File: src/sv/uqs_pkg.sv
package uqs_pkg;

    // position range of emitted offsets
    localparam int POS_BITS = 16;
    localparam logic [16:0] POS_LIMIT = (POS_BITS >= 16) ? 17'h0FFFF :
        17'((64'd1 << POS_BITS) - 64'd1);
    localparam logic [16:0] POS_NONE = 17'h1FFFF;

    // token queue between front and back
    localparam int QDEPTH = 4;
    localparam int QAW    = $clog2(QDEPTH);

    // configuration register indexes
    localparam int CFG_IDX_W = 2;
    localparam logic [CFG_IDX_W-1:0] CFG_HEADER_MODE    = 2'd0;
    localparam logic [CFG_IDX_W-1:0] CFG_SPLIT_WITH_NUL = 2'd1;
    localparam logic [CFG_IDX_W-1:0] CFG_START_OFFSET   = 2'd2;
    localparam int CFG_DATA_W = 16;

    // characters
    localparam logic [7:0] CH_PLUS  = 8'h2B;
    localparam logic [7:0] CH_AMP   = 8'h26;
    localparam logic [7:0] CH_SEMI  = 8'h3B;
    localparam logic [7:0] CH_EQ    = 8'h3D;
    localparam logic [7:0] CH_PCT   = 8'h25;
    localparam logic [7:0] CH_ONE   = 8'h31;
    localparam logic [7:0] CH_SPACE = 8'h20;
    localparam logic [7:0] CH_NUL   = 8'h00;

    typedef enum logic [1:0] {
        OP_NONE,
        OP_DATA,
        OP_EQ,
        OP_DELIM
    } t_op;

    // one classified source byte
    typedef struct packed {
        logic       pre_semi;   // a held ';' turned out to be plain data
        t_op        op;
        logic [7:0] ch;
        logic       last;
    } t_token;

endpackage

File: src/sv/uqs_front.sv
module uqs_front
    import uqs_pkg::*;
(
    input  logic   i_clk,
    input  logic   i_rst_n,
    input  logic   i_valid,
    input  logic   [7:0] i_byte,
    input  logic   i_last,
    input  logic   i_header_mode,
    input  logic   i_q_full,
    output logic   o_stall,
    output logic   o_push,
    output t_token o_token
);

    typedef enum logic [1:0] {
        PD_NONE,
        PD_HEX1,
        PD_HEX2,
        PD_SEMI
    } t_pend;

    t_pend      r_pend;
    t_pend      n_pend;
    logic [3:0] r_hi_nib;
    logic [3:0] n_hi_nib;
    logic       plain;
    logic       accept;
    t_token     tok;

    function automatic logic [3:0] hexval(input logic [7:0] c);
        logic [3:0] v;
        v = 4'd0;
        if (c >= 8'h41 && c <= 8'h46) begin
            v = 4'(c - 8'h37);
        end else if (c >= 8'h61 && c <= 8'h66) begin
            v = 4'(c - 8'h57);
        end else if (c >= 8'h30 && c <= 8'h39) begin
            v = 4'(c - 8'h30);
        end
        return v;
    endfunction

    assign o_stall = i_q_full;
    assign accept  = i_valid && !i_q_full;

    always_comb begin
        tok      = '0;
        tok.last = i_last;
        n_pend   = PD_NONE;
        n_hi_nib = r_hi_nib;
        plain    = 1'b0;

        unique case (r_pend)
            PD_HEX1: begin
                if (i_last) begin
                    tok.op = OP_DATA;
                    tok.ch = 8'h00;
                end else begin
                    n_hi_nib = hexval(i_byte);
                    n_pend   = PD_HEX2;
                end
            end
            PD_HEX2: begin
                tok.op   = OP_DATA;
                tok.ch   = {r_hi_nib, hexval(i_byte)};
                n_hi_nib = 4'd0;
            end
            PD_SEMI: begin
                if (i_byte == CH_SPACE) begin
                    tok.op = OP_DELIM;
                end else begin
                    tok.pre_semi = 1'b1;
                    plain        = 1'b1;
                end
            end
            default: plain = 1'b1;
        endcase

        if (plain) begin
            if (i_byte == CH_PLUS) begin
                tok.op = OP_DATA;
                tok.ch = CH_SPACE;
            end else if (i_byte == CH_AMP && !i_header_mode) begin
                tok.op = OP_DELIM;
            end else if (i_byte == CH_SEMI && i_header_mode) begin
                if (i_last) begin
                    tok.op = OP_DATA;
                    tok.ch = CH_SEMI;
                end else begin
                    n_pend = PD_SEMI;
                end
            end else if (i_byte == CH_EQ) begin
                tok.op = OP_EQ;
            end else if (i_byte == CH_PCT) begin
                if (i_last) begin
                    tok.op = OP_DATA;
                    tok.ch = 8'h00;
                end else begin
                    n_pend = PD_HEX1;
                end
            end else begin
                tok.op = OP_DATA;
                tok.ch = i_byte;
            end
        end

        // end of string drops any open escape or held ';'
        if (i_last) begin
            n_pend   = PD_NONE;
            n_hi_nib = 4'd0;
        end
    end

    // bytes that only set up an escape or a ';' need no back-end slot
    assign o_push  = accept && (tok.pre_semi || tok.op != OP_NONE || tok.last);
    assign o_token = tok;

    always_ff @(posedge i_clk) begin
        if (!i_rst_n) begin
            r_pend   <= PD_NONE;
            r_hi_nib <= 4'd0;
        end else if (accept) begin
            r_pend   <= n_pend;
            r_hi_nib <= n_hi_nib;
        end
    end

endmodule

File: src/sv/uqs_fifo.sv
module uqs_fifo
    import uqs_pkg::*;
(
    input  logic   i_clk,
    input  logic   i_rst_n,
    input  logic   i_push,
    input  t_token i_token,
    input  logic   i_pop,
    output t_token o_head,
    output logic   o_empty,
    output logic   o_full
);

    t_token         r_mem [QDEPTH];
    logic [QAW-1:0] r_wr_ptr;
    logic [QAW-1:0] r_rd_ptr;
    logic [QAW:0]   r_count;

    assign o_head  = r_mem[r_rd_ptr];
    assign o_empty = (r_count == '0);
    assign o_full  = (r_count == (QAW+1)'(QDEPTH));

    always_ff @(posedge i_clk) begin
        if (i_push) begin
            r_mem[r_wr_ptr] <= i_token;
        end
    end

    always_ff @(posedge i_clk) begin
        if (!i_rst_n) begin
            r_wr_ptr <= '0;
            r_rd_ptr <= '0;
            r_count  <= '0;
        end else begin
            if (i_push) begin
                r_wr_ptr <= r_wr_ptr + 1'b1;
            end
            if (i_pop) begin
                r_rd_ptr <= r_rd_ptr + 1'b1;
            end
            if (i_push && !i_pop) begin
                r_count <= r_count + 1'b1;
            end else if (!i_push && i_pop) begin
                r_count <= r_count - 1'b1;
            end
        end
    end

endmodule

File: src/sv/uqs_back.sv
module uqs_back
    import uqs_pkg::*;
(
    input  logic        i_clk,
    input  logic        i_rst_n,
    input  logic        i_head_valid,
    input  t_token      i_head,
    output logic        o_pop,
    input  logic        i_split_with_nul,
    input  logic [15:0] i_start_offset,
    input  logic        i_out_stall,
    output logic        o_out_valid,
    output logic        o_out_kind,
    output logic [7:0]  o_out_byte,
    output logic [16:0] o_name_pos,
    output logic [15:0] o_name_len,
    output logic [16:0] o_value_pos,
    output logic [15:0] o_value_len,
    output logic        o_overflow,
    output logic        o_out_last
);

    typedef enum logic [2:0] {
        M_DELIM,
        M_NAME,
        M_NAME_EQ,
        M_NULL_EQ,
        M_NAME_VAL,
        M_NULL_VAL
    } t_mode;

    // result slots of one token, in emission order
    typedef enum logic [2:0] {
        PH_SEMI,
        PH_MAIN,
        PH_FSEP1,
        PH_FONE,
        PH_FSEP2,
        PH_FREC,
        PH_DSEP,
        PH_DONE
    } t_phase;

    t_phase      r_phase;
    t_mode       r_mode;
    logic [15:0] r_count;
    logic        r_ovf;
    logic [16:0] r_name_start;
    logic [15:0] r_name_cnt;
    logic [16:0] r_value_start;
    logic [15:0] r_value_cnt;

    logic        r_out_valid;
    logic        r_out_kind;
    logic [7:0]  r_out_byte;
    logic [16:0] r_out_name_pos;
    logic [15:0] r_out_name_len;
    logic [16:0] r_out_value_pos;
    logic [15:0] r_out_value_len;
    logic        r_out_ovf;
    logic        r_out_last;

    t_mode       n_mode;
    logic [15:0] n_count;
    logic        n_ovf;
    logic [16:0] n_name_start;
    logic [15:0] n_name_cnt;
    logic [16:0] n_value_start;
    logic [15:0] n_value_cnt;

    t_phase      cur;
    t_phase      nxt;
    logic        advance;
    logic        work;
    logic        done;
    logic        is_rec;
    logic        emit;
    logic        dat;
    logic [7:0]  e_byte;
    logic [7:0]  sep;
    logic [16:0] sum;
    logic        ovf_now;
    logic [16:0] off;
    logic [16:0] rec_np;
    logic [15:0] rec_nl;
    logic [16:0] rec_vp;
    logic [15:0] rec_vl;

    function automatic logic [15:0] sat_inc(input logic [15:0] v);
        return (v == 16'hFFFF) ? v : v + 16'd1;
    endfunction

    // first slot at or after 'from' that yields a result
    function automatic t_phase find_phase(input t_phase from, input t_token tok,
                                          input t_mode mode);
        logic   flush_on;
        logic   rec_md;
        t_phase ph;
        flush_on = tok.last || (tok.op == OP_DELIM);
        rec_md   = (mode == M_NAME) || (mode == M_NAME_EQ) ||
                   (mode == M_NAME_VAL) || (mode == M_NULL_VAL);
        if (from <= PH_SEMI && tok.pre_semi) begin
            ph = PH_SEMI;
        end else if (from <= PH_MAIN && (tok.op == OP_DATA || tok.op == OP_EQ)) begin
            ph = PH_MAIN;
        end else if (from <= PH_FSEP1 && flush_on && mode == M_NAME) begin
            ph = PH_FSEP1;
        end else if (from <= PH_FONE && flush_on && mode == M_NAME) begin
            ph = PH_FONE;
        end else if (from <= PH_FSEP2 && flush_on && mode == M_NAME) begin
            ph = PH_FSEP2;
        end else if (from <= PH_FREC && flush_on && rec_md) begin
            ph = PH_FREC;
        end else if (from <= PH_DSEP && tok.op == OP_DELIM) begin
            ph = PH_DSEP;
        end else begin
            ph = PH_DONE;
        end
        return ph;
    endfunction

    assign sep     = i_split_with_nul ? CH_NUL : CH_SPACE;
    assign advance = !r_out_valid || !i_out_stall;
    assign cur     = find_phase(r_phase, i_head, r_mode);
    assign work    = i_head_valid && (cur != PH_DONE) && advance;

    assign sum     = {1'b0, i_start_offset} + {1'b0, r_count};
    assign ovf_now = (sum > POS_LIMIT);
    assign off     = ovf_now ? POS_LIMIT : sum;

    assign rec_np  = (r_mode == M_NULL_VAL) ? POS_NONE : r_name_start;
    assign rec_nl  = (r_mode == M_NULL_VAL) ? 16'd0 : r_name_cnt;
    assign rec_vp  = (r_mode == M_NAME_EQ) ? POS_NONE : r_value_start;
    assign rec_vl  = (r_mode == M_NAME_EQ) ? 16'd0 : r_value_cnt;

    always_comb begin
        n_mode        = r_mode;
        n_count       = r_count;
        n_ovf         = r_ovf;
        n_name_start  = r_name_start;
        n_name_cnt    = r_name_cnt;
        n_value_start = r_value_start;
        n_value_cnt   = r_value_cnt;
        is_rec        = 1'b0;
        emit          = 1'b0;
        dat           = 1'b0;
        e_byte        = 8'h00;

        unique case (cur)
            PH_SEMI: begin
                dat    = 1'b1;
                e_byte = CH_SEMI;
            end
            PH_MAIN: begin
                if (i_head.op == OP_DATA) begin
                    dat    = 1'b1;
                    e_byte = i_head.ch;
                end else if (r_mode == M_NAME) begin
                    emit   = 1'b1;
                    e_byte = sep;
                    n_mode = M_NAME_EQ;
                end else if (r_mode == M_DELIM) begin
                    emit   = 1'b1;
                    e_byte = sep;
                    n_mode = M_NULL_EQ;
                end else begin
                    // '=' after the split is value data
                    dat    = 1'b1;
                    e_byte = CH_EQ;
                end
            end
            PH_FSEP1, PH_FSEP2: begin
                emit   = 1'b1;
                e_byte = sep;
            end
            PH_FONE: begin
                // bare name gets the inserted value "1"
                emit          = 1'b1;
                e_byte        = CH_ONE;
                n_value_start = off;
                n_value_cnt   = 16'd1;
            end
            PH_FREC: begin
                is_rec        = 1'b1;
                n_mode        = M_DELIM;
                n_name_start  = POS_NONE;
                n_name_cnt    = 16'd0;
                n_value_start = POS_NONE;
                n_value_cnt   = 16'd0;
            end
            PH_DSEP: begin
                emit          = 1'b1;
                e_byte        = sep;
                n_mode        = M_DELIM;
                n_name_start  = POS_NONE;
                n_name_cnt    = 16'd0;
                n_value_start = POS_NONE;
                n_value_cnt   = 16'd0;
            end
            default: ;
        endcase

        if (dat) begin
            emit = 1'b1;
            unique case (r_mode)
                M_NAME: n_name_cnt = sat_inc(r_name_cnt);
                M_NAME_EQ: begin
                    n_mode        = M_NAME_VAL;
                    n_value_start = off;
                    n_value_cnt   = 16'd1;
                end
                M_NULL_EQ: begin
                    n_mode        = M_NULL_VAL;
                    n_value_start = off;
                    n_value_cnt   = 16'd1;
                end
                M_NAME_VAL, M_NULL_VAL: n_value_cnt = sat_inc(r_value_cnt);
                default: begin
                    n_mode       = M_NAME;
                    n_name_start = off;
                    n_name_cnt   = 16'd1;
                end
            endcase
        end

        if (emit) begin
            n_count = sat_inc(r_count);
            n_ovf   = r_ovf | ovf_now;
        end
    end

    assign nxt   = find_phase(t_phase'(3'(cur) + 3'd1), i_head, n_mode);
    assign done  = (nxt == PH_DONE);
    assign o_pop = i_head_valid && ((cur == PH_DONE) || (advance && done));

    always_ff @(posedge i_clk) begin
        if (!i_rst_n) begin
            r_out_valid   <= 1'b0;
            r_phase       <= PH_SEMI;
            r_mode        <= M_DELIM;
            r_count       <= 16'd0;
            r_ovf         <= 1'b0;
            r_name_start  <= POS_NONE;
            r_name_cnt    <= 16'd0;
            r_value_start <= POS_NONE;
            r_value_cnt   <= 16'd0;
        end else begin
            if (advance) begin
                r_out_valid <= work;
            end
            if (work) begin
                r_out_kind      <= is_rec;
                r_out_byte      <= is_rec ? 8'h00 : e_byte;
                r_out_name_pos  <= is_rec ? rec_np : 17'd0;
                r_out_name_len  <= is_rec ? rec_nl : 16'd0;
                r_out_value_pos <= is_rec ? rec_vp : 17'd0;
                r_out_value_len <= is_rec ? rec_vl : 16'd0;
                r_out_ovf       <= n_ovf;
                r_out_last      <= done && i_head.last;
            end
            if (o_pop) begin
                r_phase <= PH_SEMI;
            end else if (work) begin
                r_phase <= nxt;
            end
            // end of string: next string restarts at the start offset
            if (o_pop && i_head.last) begin
                r_mode        <= M_DELIM;
                r_count       <= 16'd0;
                r_ovf         <= 1'b0;
                r_name_start  <= POS_NONE;
                r_name_cnt    <= 16'd0;
                r_value_start <= POS_NONE;
                r_value_cnt   <= 16'd0;
            end else if (work) begin
                r_mode        <= n_mode;
                r_count       <= n_count;
                r_ovf         <= n_ovf;
                r_name_start  <= n_name_start;
                r_name_cnt    <= n_name_cnt;
                r_value_start <= n_value_start;
                r_value_cnt   <= n_value_cnt;
            end
        end
    end

    assign o_out_valid = r_out_valid;
    assign o_out_kind  = r_out_kind;
    assign o_out_byte  = r_out_byte;
    assign o_name_pos  = r_out_name_pos;
    assign o_name_len  = r_out_name_len;
    assign o_value_pos = r_out_value_pos;
    assign o_value_len = r_out_value_len;
    assign o_overflow  = r_out_ovf;
    assign o_out_last  = r_out_last;

endmodule

File: src/sv/url_query_unescape_splitter_core.sv
// The first result of a byte passes the token queue, then the back end's output register.
// Throughput: one byte per cycle while each byte yields at most one result and the output is
// not stalled; a byte with several results (pair record, bare-name "1" insertion) sends them
// one by one, paced by the back end's single output register. A 4-entry token queue absorbs it.
// Reset (synchronous, active low) clears the parse state and sets config registers to defaults.
module url_query_unescape_splitter_core
    import uqs_pkg::*;
(
    input  logic                  i_clk,
    input  logic                  i_rst_n,

    input  logic                  i_cfg_valid,
    output logic                  o_cfg_ready,
    input  logic [CFG_IDX_W-1:0]  i_cfg_index,
    input  logic [CFG_DATA_W-1:0] i_cfg_data,

    input  logic                  i_in_valid,
    output logic                  o_in_stall,
    input  logic [7:0]            i_in_byte,
    input  logic                  i_in_last,

    output logic                  o_out_valid,
    input  logic                  i_out_stall,
    output logic                  o_out_kind,
    output logic [7:0]            o_out_byte,
    output logic signed [16:0]    o_name_pos,
    output logic [15:0]           o_name_len,
    output logic signed [16:0]    o_value_pos,
    output logic [15:0]           o_value_len,
    output logic                  o_overflow,
    output logic                  o_out_last
);

    logic        r_header_mode;
    logic        r_split_with_nul;
    logic [15:0] r_start_offset;

    logic        q_push;
    logic        q_pop;
    logic        q_empty;
    logic        q_full;
    t_token      q_in;
    t_token      q_head;
    logic [16:0] back_name_off;
    logic [16:0] back_value_off;

    assign o_cfg_ready = 1'b1;

    always_ff @(posedge i_clk) begin
        if (!i_rst_n) begin
            r_header_mode    <= 1'b0;
            r_split_with_nul <= 1'b1;
            r_start_offset   <= 16'd0;
        end else if (i_cfg_valid && o_cfg_ready) begin
            unique case (i_cfg_index)
                CFG_HEADER_MODE:    r_header_mode    <= i_cfg_data[0];
                CFG_SPLIT_WITH_NUL: r_split_with_nul <= i_cfg_data[0];
                CFG_START_OFFSET:   r_start_offset   <= i_cfg_data[15:0];
                default: ;
            endcase
        end
    end

    uqs_front u_front (
        .i_clk         (i_clk),
        .i_rst_n       (i_rst_n),
        .i_valid       (i_in_valid),
        .i_byte        (i_in_byte),
        .i_last        (i_in_last),
        .i_header_mode (r_header_mode),
        .i_q_full      (q_full),
        .o_stall       (o_in_stall),
        .o_push        (q_push),
        .o_token       (q_in)
    );

    uqs_fifo u_fifo (
        .i_clk   (i_clk),
        .i_rst_n (i_rst_n),
        .i_push  (q_push),
        .i_token (q_in),
        .i_pop   (q_pop),
        .o_head  (q_head),
        .o_empty (q_empty),
        .o_full  (q_full)
    );

    uqs_back u_back (
        .i_clk            (i_clk),
        .i_rst_n          (i_rst_n),
        .i_head_valid     (!q_empty),
        .i_head           (q_head),
        .o_pop            (q_pop),
        .i_split_with_nul (r_split_with_nul),
        .i_start_offset   (r_start_offset),
        .i_out_stall      (i_out_stall),
        .o_out_valid      (o_out_valid),
        .o_out_kind       (o_out_kind),
        .o_out_byte       (o_out_byte),
        .o_name_pos       (back_name_off),
        .o_name_len       (o_name_len),
        .o_value_pos      (back_value_off),
        .o_value_len      (o_value_len),
        .o_overflow       (o_overflow),
        .o_out_last       (o_out_last)
    );

    assign o_name_pos  = $signed(back_name_off);
    assign o_value_pos = $signed(back_value_off);

endmodule

File: config.mk
export PLATFORM = sky130hd
export DESIGN_NAME = url_query_unescape_splitter_core
export DESIGN_NICKNAME = d
export VERILOG_FILES = /design/src/sv/uqs_pkg.sv /design/src/sv/uqs_front.sv /design/src/sv/uqs_fifo.sv /design/src/sv/uqs_back.sv /design/src/sv/url_query_unescape_splitter_core.sv
export SDC_FILE = /design/constraint.sdc
export NUM_CORES = 1
export LEC_CHECK = 0
export BUFFER_PORTS_ARGS = -buffer_cell sky130_fd_sc_hd__buf_4
export CORE_UTILIZATION = 60
export DETAILED_ROUTE_END_ITERATION = 8
export GPL_TIMING_DRIVEN = 1
export PLACE_DENSITY_LB_ADDON = 0.12
export SYNTH_ARGS = -nofsm -noshare
export SYNTH_HDL_FRONTEND = slang
export SYNTH_SLANG_ARGS = --single-unit
File: constraint.sdc
create_clock -name i_clk -period 9.4 [get_ports i_clk]
set_input_delay 1.88 -clock i_clk [delete_from_list [all_inputs] [get_ports i_clk]]
set_output_delay 1.88 -clock i_clk [all_outputs]
set_load 0.02 [all_outputs]
After elaboration in Yosys (flattened, before gate mapping):

Memories as Yosys holds them, arrays and structs flattened. A register that Yosys moved wholly into a read port is not among the register bits.
Index checks and enable logic that the tools add are counted.

* register bits: 198
* memory bits (writable): 48
* input bits: 32
* output and inout bits: 80
* memories: 1

Memory list
* u_fifo.r_mem: depth 4, width 12, read ports 1, clocked after Yosys merged registers in 1, write ports 1, RTL line uqs_fifo.sv:14 `t_token r_mem [QDEPTH];`

* $add $sub $neg: 12
* magnitude comparators: 21
* equality and inequality tests: 38
* mux-type cells: 90
* bitwise gates (word level): 4
* reductions and logical operators: 84

Operators by type and width (count)
* $mux 17: 8
* $pmux 16 s2: 3
* $mux 16: 5
* $mux 10: 7
* $mux 3: 18
* $add 16x1->16 const B: 3
* $eq 16x16->1 const B: 3
* $eq 8x6->1 const B: 6
* $mux 8: 5
* $logic_and 1x1->1: 37
* $pmux 17 s2: 1
* $pmux 8 s4: 1
* $eq 3x3->1 const B: 10
* $mux 2: 13
* $le 3x3->1 const B: 6
* $add 16x16->17: 1
* $gt 17x16->1 const B: 1
* $ge 8x7->1 const B: 2
* $le 8x7->1 const B: 2
* $mux 4: 4
* $pmux 8 s2: 1
* $reduce_or 2->1: 8
* $eq 3x2->1 const B: 5
* $mux 1: 15
* other kinds (33): 84

Longest topological paths before layout:

Gate-level depths: netlist of run 1.

* depth in word-level cells: 34
* mapped depth: 24

Modules after synthesis:

Synthesis of run 1 repeated with hierarchy kept, for this count alone.

* cells, all modules: 1214
* area total of the unflattened synthesis: 12114.1 um2

By module, submodules not included
* uqs_back: instances 1, cells an instance 892, area each 8227.9 um2, sequential area each 4113.9 um2
* uqs_fifo: instances 1, cells an instance 105, area each 2180.8 um2, sequential area each 1621.6 um2
* uqs_front: instances 1, cells an instance 134, area each 940.9 um2, sequential area each 120.1 um2
* url_query_unescape_splitter_core: instances 1, cells an instance 83, area each 764.5 um2, sequential area each 360.3 um2

Worst setup path before layout of run 1:

OpenSTA, ideal clock, no wires.

* path kind: register to register
* from: register with a tool-made name
* to: register u_back.r_out_name_len[0] (netlist: u_back.o_name_len[0]) (enable)
* library setup time: 0.513 ns
* arrival: 6.781 ns
* required time: 8.887 ns
* path slack: 2.106 ns
* cell stages (with the launch flop): 14
* path buffers: 3
* cells stage by stage: dfxtp_1 -> buf_1 -> mux4_2 -> ha_1 -> nor3_1 -> a21oi_4 -> o21ai_0 -> inv_1 -> ha_1 -> ha_1 -> or2_2 -> clkbuf_1 -> clkbuf_1 -> nor2_1

RTL lines
* end signal, assigned: RTL line uqs_back.sv:255 `r_out_name_len <= is_rec ? rec_nl : 16'd0;`
* end, declared: RTL line uqs_back.sv:57 `logic [15:0] r_out_name_len;`

==> results of run 1 <==
==> power groups by stage <==
stage / sequential, mW / clock [mW] / combinational [mW]
global route: 1.58 / 1.06 / 1.86
floorplan: 1.67 / 0 / 1.08
finish: 1.55 / 1.00 / 1.68
detailed placement: 1.57 / 0 / 1.67
global placement: 1.57 / 0 / 1.64
CTS: 1.55 / 1.01 / 1.68
==> area by class of cell <==
class / instances / area [sq um] / area share (%)
Sequential cell: 248 / 6220 / 44.7
Multi-Input combinational cell: 893 / 5460 / 39.3
Timing Repair Buffer: 120 / 901 / 6.48
Clock buffer: 40 / 779 / 5.61
Tap cell: 265 / 332 / 2.39
Inverter: 36 / 135 / 0.972
Clock inverter: 8 / 75.1 / 0.540
==> worst max-delay path, cell delays in order (launching register included) <==
cell,delay (ns)
dfxtp_1,0.81
mux4_2,0.62
ha_1,0.34
nor3_1,0.38
a21oi_1,0.13
a21boi_1,0.58
ha_1,0.66
a21oi_1,0.27
or3_1,0.36
a32o_1,0.30
and4b_1,0.33
a31oi_1,0.15
o41ai_1,0.83
inv_1,0.15
ha_1,0.25
inv_1,0.07
fa_1,0.18
xor2_1,0.09
or3_1,0.32
a21oi_1,0.16
==> per-layer routing <==
layer	part of all wire, %	vias up
li1	-	4626
met1	44	4389
met2	48	295
met3	6.0	43
met4	2.1	0
met5	0	-
==> stage by stage <==
stage / cell area [sq um] / setup WS, ns / hold WS, ns / std cells
floorplan: 12000 / 2.11 / 0.432 / 1233
global placement: 13000 / 2.68 / 0.446 / 1562
detailed placement: 13000 / 2.48 / 0.448 / 1562
CTS: 13900 / 2.41 / 0.464 / 1610
global route: 13900 / 1.75 / 0.483 / 1610
finish: 13900 / 2.33 / 0.467 / 1610
==> registers in the layout, indices dropped and copies added (netlist names), 2 cells and up, named ones only <==
name	cells
u_back.o_name_pos	17
u_fifo.r_wr_ptr	2
u_back.r_value_cnt	16
u_back.r_count	16
u_fifo.r_rd_ptr	2
u_back.o_value_pos	17
u_back.o_value_len	16
u_front.r_hi_nib	4
u_back.r_name_cnt	16
u_back.r_value_start	17
u_back.r_name_start	17
u_back.r_mode	3
u_back.o_name_len	16
u_fifo.r_mem	48
r_start_offset	16
u_back.r_phase	3
u_front.r_pend	2
u_fifo.r_count	3
u_back.o_out_byte	8
==> Yosys cell counts, drive strengths merged (15+ instances only) <==
library cell	count	area share, %
nor3	17	0.71
a21oi	96	4.1
clkbuf	41	1.3
buf	15	0.76
nor2	171	5.3
and3	21	1.1
and2	46	2.4
o22ai	20	1.0
nand3	41	1.7
ha	45	4.7
o21ai	75	3.2
edfxtp	125	31
xnor2	17	1.2
inv	35	1.1
dfxtp	123	20
nand2	129	4.0
==> path summary, 6_finish.rpt <==
path                                       start                             endpoint  slack (ns)  depth (start not counted)
min          u_back.r_name_start[5]$_SDFFE_PP1P_  u_back.r_name_start[5]$_SDFFE_PP1P_        0.47                          2
max reg2reg                                 flop       u_fifo.r_count[2]$_SDFFE_PN0P_        2.33                         19
min reg2reg  u_back.r_name_start[5]$_SDFFE_PP1P_  u_back.r_name_start[5]$_SDFFE_PP1P_        0.47                          2
max                                         flop       u_fifo.r_count[2]$_SDFFE_PN0P_        2.33                         19
==> cell families after synthesis <==
group / share of synthesized area (%)
mux: 2.83
simple gates: 21.2
xor+xnor: 2.04
compound gates: 14.0
flops: 51.7
buf+inv: 3.16
fa+ha+maj: 5.01
other cells: 0.0312
==> out/qor.csv, run 1 <==
metric,value,unit
TritonCTS clock tree,built,
PnR Total Power,4.24,mW
first-pass GRT wire length,41500,microns
Cells after Synth,1233,
Final min period,7.07,ns
end-of-flow core utilization,71.2,%
H-Tree Depth,1,
switching share of power,37.8,%
CTS root buf,clkbuf_16,
IO buf count,110,
Die W,144,microns
CTS Buffer Depth,3,
power share of the combinational group,39.8,%
final net count,1404,
Clock Skews,0.0221,ns
dpl hpwl,18000,microns
Antenna Cells,0,
GR Overflow Total,0,
met1 track demand over resource,34.1,%
fin. max-slew vios,0,
GPL Wtd Cong,0.924,
Core Region,0.0195,sq mm
DR pass1 iterations,5,
switching power,1.60,mW
CTS buffer count,26,
layout cell share with drive strength beyond 1,14.3,%
Setup CP Type,reg2reg,
Leakage,5.36,nW
crit end category,flop,
status,finished clean,
Worst setup SP type,flop,
CTS Sinks,248,
register area share after synthesis,51.7,%
vias in the first global route,8467,
Initial DRC Count,625,
post-CTS setup buffer count,0,
CTS Hold Bufs,0,
Resized Gates After CTS,0,
fmax,141,MHz
M3 GR Usage,3.37,%
RSZ-0062 raised after global routing,no,
"Max FO, Critical Path",18,
worst path arrival time,7.53,ns
Setup TNS Final,0,ns
Area Overhead vs Synth,15.6,%
antenna violations before repair,0,
GRT met2 Usage,41.5,%
async set-reset flop share out of synthesis,0,%
Sequential Power Share,36.6,%
crit share post-route,75.2,%
Peak VDD IR,0.164,mV
die area,0.0206,sq mm
"Reg clk slew, reported paths",0.06,ns
Mapped Area,0.0120,sq mm
Syn Nets,1312,
largest net degree at the start of global routing,78,
endpoints failing setup,0,
"commonest non-fill, non-tap cell in the layout",nor2_1,
"Avg Cell Area, Syn",9.75,sq um
Internal,2.64,mW
WL final,25800,microns
antenna-violating nets left,0,
cell row count,51,
die span in y,144,microns
Hold Fails Final Rpt,0,
"Req. time, crit path",9.86,ns
Clock power frac,23.6,%
Fill cells,1515,
Netlist cell types,80,
#FFs+latches synth,248,
all-layer global routing usage,25.0,%
Worst slew margin,11.3,%
Starting Density,61.6,%
routed vias/inst,5.81,
Post-synth EDFFs,125,
DR DRC count,0,
total power per unit cell area,305,mW/mm^2
most frequent cells in the layout,"nor2_1, nand2_1, edfxtp_1",
Max Cap Violations,0,
via count,9353,
WL per Instance,16.0,microns
Syn. warnings,0,
io pins,112,
gr busiest metal,met2,
Synth Flop Type,edfxtp_1,
Worst-Skew Late Latency,0.54,ns
Tightest Hold Check Type,reg2reg,
Slew @ Worst Pin,1.33,ns
Note: power is estimated with default switching activity, not from simulation.
==> inputs of run 2 (changes only) <==
--- a/config.mk
+++ b/config.mk
@@ -5,6 +5,7 @@
 export SDC_FILE = /design/constraint.sdc
 export NUM_CORES = 1
 export LEC_CHECK = 0
+export ABC_AREA = 1
 export BUFFER_PORTS_ARGS = -buffer_cell sky130_fd_sc_hd__buf_4
 export CORE_UTILIZATION = 60
 export DETAILED_ROUTE_END_ITERATION = 8
==> constraint.sdc (replaced) <==
create_clock -name i_clk -period 6.7 [get_ports i_clk]
set_input_delay 1.34 -clock i_clk [delete_from_list [all_inputs] [get_ports i_clk]]
set_output_delay 1.34 -clock i_clk [all_outputs]
set_load 0.02 [all_outputs]
==> run 2 against run 1 <==
Critical path depth up 15. Clock skew down 0.011 ns. Critical endpoint is now u_back.r_count[1]$_SDFFE_PP0P_. Final area up 4.5%. Synthesized area grew 5.1%. Routed wire length grew 11%. Largest power group unchanged.
==> out/qor.csv, run 2 <==
metric,value,unit
status,finished clean,
post-CTS setup buffer count,0,
Area Overhead vs Synth,14.9,%
fin. max-slew vios,0,
Inst Count DP,1831,
Post-synth top cells,"inv_1, nand2_1, nor2_1",
"Max FO, Critical Path",52,
max incr delay on CP,0.70,ns
worst hold slack,0.460,ns
Synth Flop Type,edfxtp_1,
Worst setup SP type,flop,
most frequent cells in the layout,"inv_1, nand2_1, nor2_1",
RSZ-0062 raised after global routing,no,
CTS buffer count,26,
Post-Layout Inst Area,0.0145,sq mm
Final Non-Filler Cells,1879,
PnR Total Power,7.65,mW
vias in the first global route,9649,
CTS Hold Bufs,0,
#FFs+latches synth,248,
fmax,182,MHz
H-Tree Depth,1,
IO buf count,110,
Die W,147,microns
GR Overflow Total,0,
Final min period,5.51,ns
Tightest Hold Check Type,reg2reg,
layout cell share with drive strength beyond 1,14.0,%
crit share post-route,82.2,%
Max Cap Violations,0,
async set-reset flop share out of synthesis,0,%
Hold Fails Final Rpt,0,
Resized Gates After CTS,0,
"Req. time, crit path",7.07,ns
Syn Nets,1579,
GPL Wtd Cong,0.865,
slowest cell on the critical path,nand2_4,
Initial DRC Count,807,
Syn. warnings,0,
Starting Density,61.9,%
"commonest non-fill, non-tap cell in the layout",inv_1,
DR DRC count,0,
Setup CP Type,reg2reg,
antenna-violating nets left,0,
Cells after Synth,1500,
Synth area leader,edfxtp_1,
routed vias/inst,5.54,
register area share after synthesis,49.2,%
Peak VDD IR,0.405,mV
endpoints failing setup,0,
worst path arrival time,5.88,ns
Clock Skews,0.0109,ns
max FFs per register,48,
WL per Instance,15.2,microns
TritonCTS clock tree,built,
Slew @ Worst Pin,1.16,ns
Mapped Area,0.0126,sq mm
Worst slew margin,22.2,%
Post-synth EDFFs,125,
largest net degree at the start of global routing,62,
Final Worst Setup Slack,1.19,ns
total power per unit cell area,527,mW/mm^2
Worst-Skew Late Latency,0.53,ns
Setup TNS Final,0,ns
CTS root buf,clkbuf_16,
DP Worst Slack,1.31,ns
Netlist cell types,56,
Worst path most repeated cell,nand2_1,
cell row count,52,
Core Region,0.0204,sq mm
synth top area cells,"edfxtp_1, dfxtp_1, inv_1",
end-of-flow core utilization,71.1,%
CTS Buffer Depth,3,
Area after DPL,0.0136,sq mm
die area,0.0216,sq mm
dpl hpwl,20000,microns
WL final,28600,microns
"Avg Cell Area, Syn",8.42,sq um
"Buf+Inv Stages, Crit Path",7,
final net count,1668,
via count,10411,
Top reg by flops,u_fifo.r_mem,
CTS Sinks,248,
Antenna Cells,0,
Leakage,6.04,nW
DR pass1 iterations,5,
most frequent cell after synthesis,inv_1,
first-pass GRT wire length,46900,microns
antenna violations before repair,0,
Top delay family on crit path,simple AND/OR/NAND/NOR gates,
share of the synthesized area in the top cell type,29.7,%
io pins,112,
"Reg clk slew, reported paths",0.06,ns
all-layer global routing usage,26.5,%
die span in y,147,microns
crit end category,flop,
-- run 2: cells by family (layout without fill, tap and decap cells) --
logic type | after synthesis | in the layout | synth area share (%)
XOR/XNOR | 30 | 30 | 2.08
other | 1 | 1 | 0.0297
flip-flops | 248 | 248 | 49.2
buffers and inverters | 296 | 405 | 9.40
adder cells (fa/ha/maj) | 47 | 47 | 4.77
AND/OR/NAND/NOR | 561 | 561 | 20.0
multiplexers | 1 | 1 | 0.0792
AO/OA/AOI/OAI | 316 | 316 | 14.5
-- run 2: path summary, 6_finish.rpt --
| path | start | endpoint | slack [ns] | depth (start not counted) |
|---|---|---|---|---|
| worst max-delay path | flop | u_back.r_count[1]$_SDFFE_PP0P_ | 1.19 | 34 |
| worst min-delay path | r_start_offset[11]$_SDFFE_PN0P_ | r_start_offset[11]$_SDFFE_PN0P_ | 0.46 | 2 |
| worst max register to register | flop | u_back.r_count[1]$_SDFFE_PP0P_ | 1.19 | 34 |
| worst min register to register | r_start_offset[11]$_SDFFE_PN0P_ | r_start_offset[11]$_SDFFE_PN0P_ | 0.46 | 2 |
-- run 2: final cells by class --
cell class	count	area, sq um
Multi-Input combinational cell	956	5250
Fill cell	1620	5910
Clock buffer	38	821
Clock inverter	10	106
Timing Repair Buffer	120	901
Sequential cell	248	6220
Tap cell	270	338
Inverter	237	890
-- run 2: where the power goes --
part	switching [mW]	internal [mW]	total, mW
combinational	2.69	1.19	3.88
clock	0.594	0.929	1.52
sequential	0.155	2.09	2.24
total	3.44	4.21	7.65
-- run 2: metal layers --
layer	global-route usage [%]	wire length (microns)	vias up
li1	-	-	5197
met1	36.0	12700	4856
met2	44.4	13700	310
met3	3.26	1510	48
met4	7.68	603	0
met5	0	0	-
-- run 2: tightest hold or removal path, delay by kind of cell, from the launching register on --
family | cells | cell delay (ns)
buffers and inverters | 1 | 0.05
flip-flops | 1 | 0.32
AO/OA/AOI/OAI | 1 | 0.05
==> inputs of run 3 (changes only) <==
==> constraint.sdc (replaced) <==
create_clock -name i_clk -period 5.2 [get_ports i_clk]
set_input_delay 1.04 -clock i_clk [delete_from_list [all_inputs] [get_ports i_clk]]
set_output_delay 1.04 -clock i_clk [all_outputs]
set_load 0.02 [all_outputs]
==> run 3 against run 2 <==
Global-route usage decreased by 0.51 points. Core utilization up 0.62 points. Maximum frequency up 18%. Critical path depth up 1. Final area grew 0.87%. Critical endpoint is now u_fifo.r_count[2]$_SDFFE_PN0P_. Highest routed layer unchanged.
==> out/qor.csv, run 3 (synthesis gave the netlist of run 2 again) <==
metric,value,unit
status,finished clean,
slowest cell on the critical path,dfxtp_2,
Worst-Skew Late Latency,0.53,ns
"Max FO, Critical Path",8,
via count,10426,
"Req. time, crit path",5.62,ns
Leakage,6.09,nW
Top reg by flops,u_fifo.r_mem,
IO buf count,110,
R2R cell count,35,
all-layer global routing usage,26.0,%
routed vias/inst,5.52,
largest net degree at the start of global routing,62,
"Reg clk slew, reported paths",0.06,ns
Post-Layout Inst Area,0.0146,sq mm
FF-to-FF setup slack,0.54,ns
crit share post-route,89.5,%
WL final,28300,microns
total power per unit cell area,681,mW/mm^2
RSZ-0062 raised after global routing,no,
io pins,112,
worst path arrival time,5.08,ns
"commonest non-fill, non-tap cell in the layout",inv_1,
dpl hpwl,19800,microns
fmax,215,MHz
Fill cells,1646,
vias in the first global route,9554,
switching power,4.44,mW
Hold Fails Final Rpt,0,
antenna-violating nets left,0,
multi-input logic area,0.00527,sq mm
GR Overflow Total,0,
DR pass1 iterations,5,
max incr delay on CP,0.39,ns
cell row count,52,
DR DRC count,0,
Clock Skews,0.0111,ns
Peak VDD IR,0.452,mV
die span in y,147,microns
Final min period,4.66,ns
crit end category,flop,
most frequent cells in the layout,"inv_1, nand2_1, nor2_1",
register area,0.00622,sq mm
post-CTS setup buffer count,0,
endpoints failing setup,0,
HP Start,r_start_offset[11]$_SDFFE_PN0P_,
Setup CP Type,reg2reg,
Area Overhead vs Synth,15.9,%
Setup TNS Final,0,ns
die area,0.0216,sq mm
Slew @ Worst Pin,0.965,ns
Tightest Hold Check Type,reg2reg,
power share of the combinational group,51.1,%
H-Tree Depth,1,
Area after DPL,0.0137,sq mm
antenna violations before repair,0,
Max Cap Violations,0,
GPL Wtd Cong,0.890,
r2r endpoint,u_fifo.r_count[2]$_SDFFE_PN0P_,
final net count,1678,
Worst setup SP type,flop,
max FFs per register,48,
Sequential Power Share,29.0,%
WL per Instance,15.0,microns
Die W,147,microns
Clock power frac,19.9,%
fin. max-slew vios,0,
hold path cells,2,
layout cell share with drive strength beyond 1,14.5,%
Initial DRC Count,811,
CTS Sinks,248,
switching share of power,44.5,%
WHS Endpoint,r_start_offset[11]$_SDFFE_PN0P_,
Internal,5.53,mW
Core Region,0.0204,sq mm
Starting Density,61.9,%
Antenna Cells,0,
TritonCTS clock tree,built,
CTS root buf,clkbuf_16,
first-pass GRT wire length,46100,microns
CTS buffer count,27,
Worst slew margin,35.6,%
CTS Buffer Depth,3,
-- run 3: per-stage QoR --
| step | utilization [%] | hold WS [ns] | power (mW) | setup slack, ns | instances |
|---|---|---|---|---|---|
| final | 71.7 | 0.453 | 9.97 | 0.545 | 1890 |
| after global routing | 71.7 | 0.483 | 10.6 | 0.0158 | 1890 |
| after CTS | 71.5 | 0.457 | 9.92 | 0.245 | 1890 |
| after detailed placement | 67.0 | 0.446 | 7.90 | 0.263 | 1840 |
| after global placement | 67.0 | 0.451 | 7.82 | 0.528 | 1840 |
| after floorplan | - | 0.428 | 6.56 | 0.448 | 1500 |
-- run 3: worst max-delay path, delay by kind of cell (launching register included) --
kind,cells,cell delay (ns)
fa+ha+maj,4,0.96
buf+inv,7,0.68
simple gates,16,1.60
compound gates,8,0.91
flops,1,0.39
-- run 3: power groups by stage --
stage               combinational (mW)  clock (mW)  sequential [mW]
finish                            5.09        1.99             2.90
global route                      5.62        2.10             2.94
CTS                               5.02        2.01             2.89
detailed placement                4.97           0             2.93
global placement                  4.90           0             2.92
floorplan                         3.37           0             3.20
-- run 3: worst max path at each step --
stage / start / endpoint / slack, ns / cells after the start
6_report: flop / u_fifo.r_count[2]$_SDFFE_PN0P_ / 0.54 / 35
5_1_grt: flop / u_fifo.r_count[2]$_SDFFE_PN0P_ / 0.02 / 37
4_1_cts: flop / u_fifo.r_count[2]$_SDFFE_PN0P_ / 0.24 / 35
3_5_place_dp: flop / u_fifo.r_count[2]$_SDFFE_PN0P_ / 0.26 / 37
3_3_place_gp: flop / u_fifo.r_count[2]$_SDFFE_PN0P_ / 0.53 / 37
2_1_floorplan: flop / u_fifo.r_count[2]$_SDFFE_PN0P_ / 0.45 / 37
-- run 3: cell type report --
type / instances / share of cell area, %
Multi-Input combinational cell: 956 / 36.0
Inverter: 237 / 6.09
Clock buffer: 39 / 5.26
Sequential cell: 248 / 42.5
Tap cell: 270 / 2.31
Timing Repair Buffer: 129 / 6.78
Clock inverter: 11 / 1.09
-- run 3: routing by layer --
metal	track usage, %	wire length [microns]	vias to the layer above
li1	-	-	5235
met1	36.7	13000	4817
met2	42.5	13200	336
met3	3.04	1660	38
met4	6.49	410	0
met5	0	0	-
-- run 3: timing repair --
action,CTS,global route
resized for setup,0,9
endpoints found under the setup margin,0,2
hold buffers,0,0
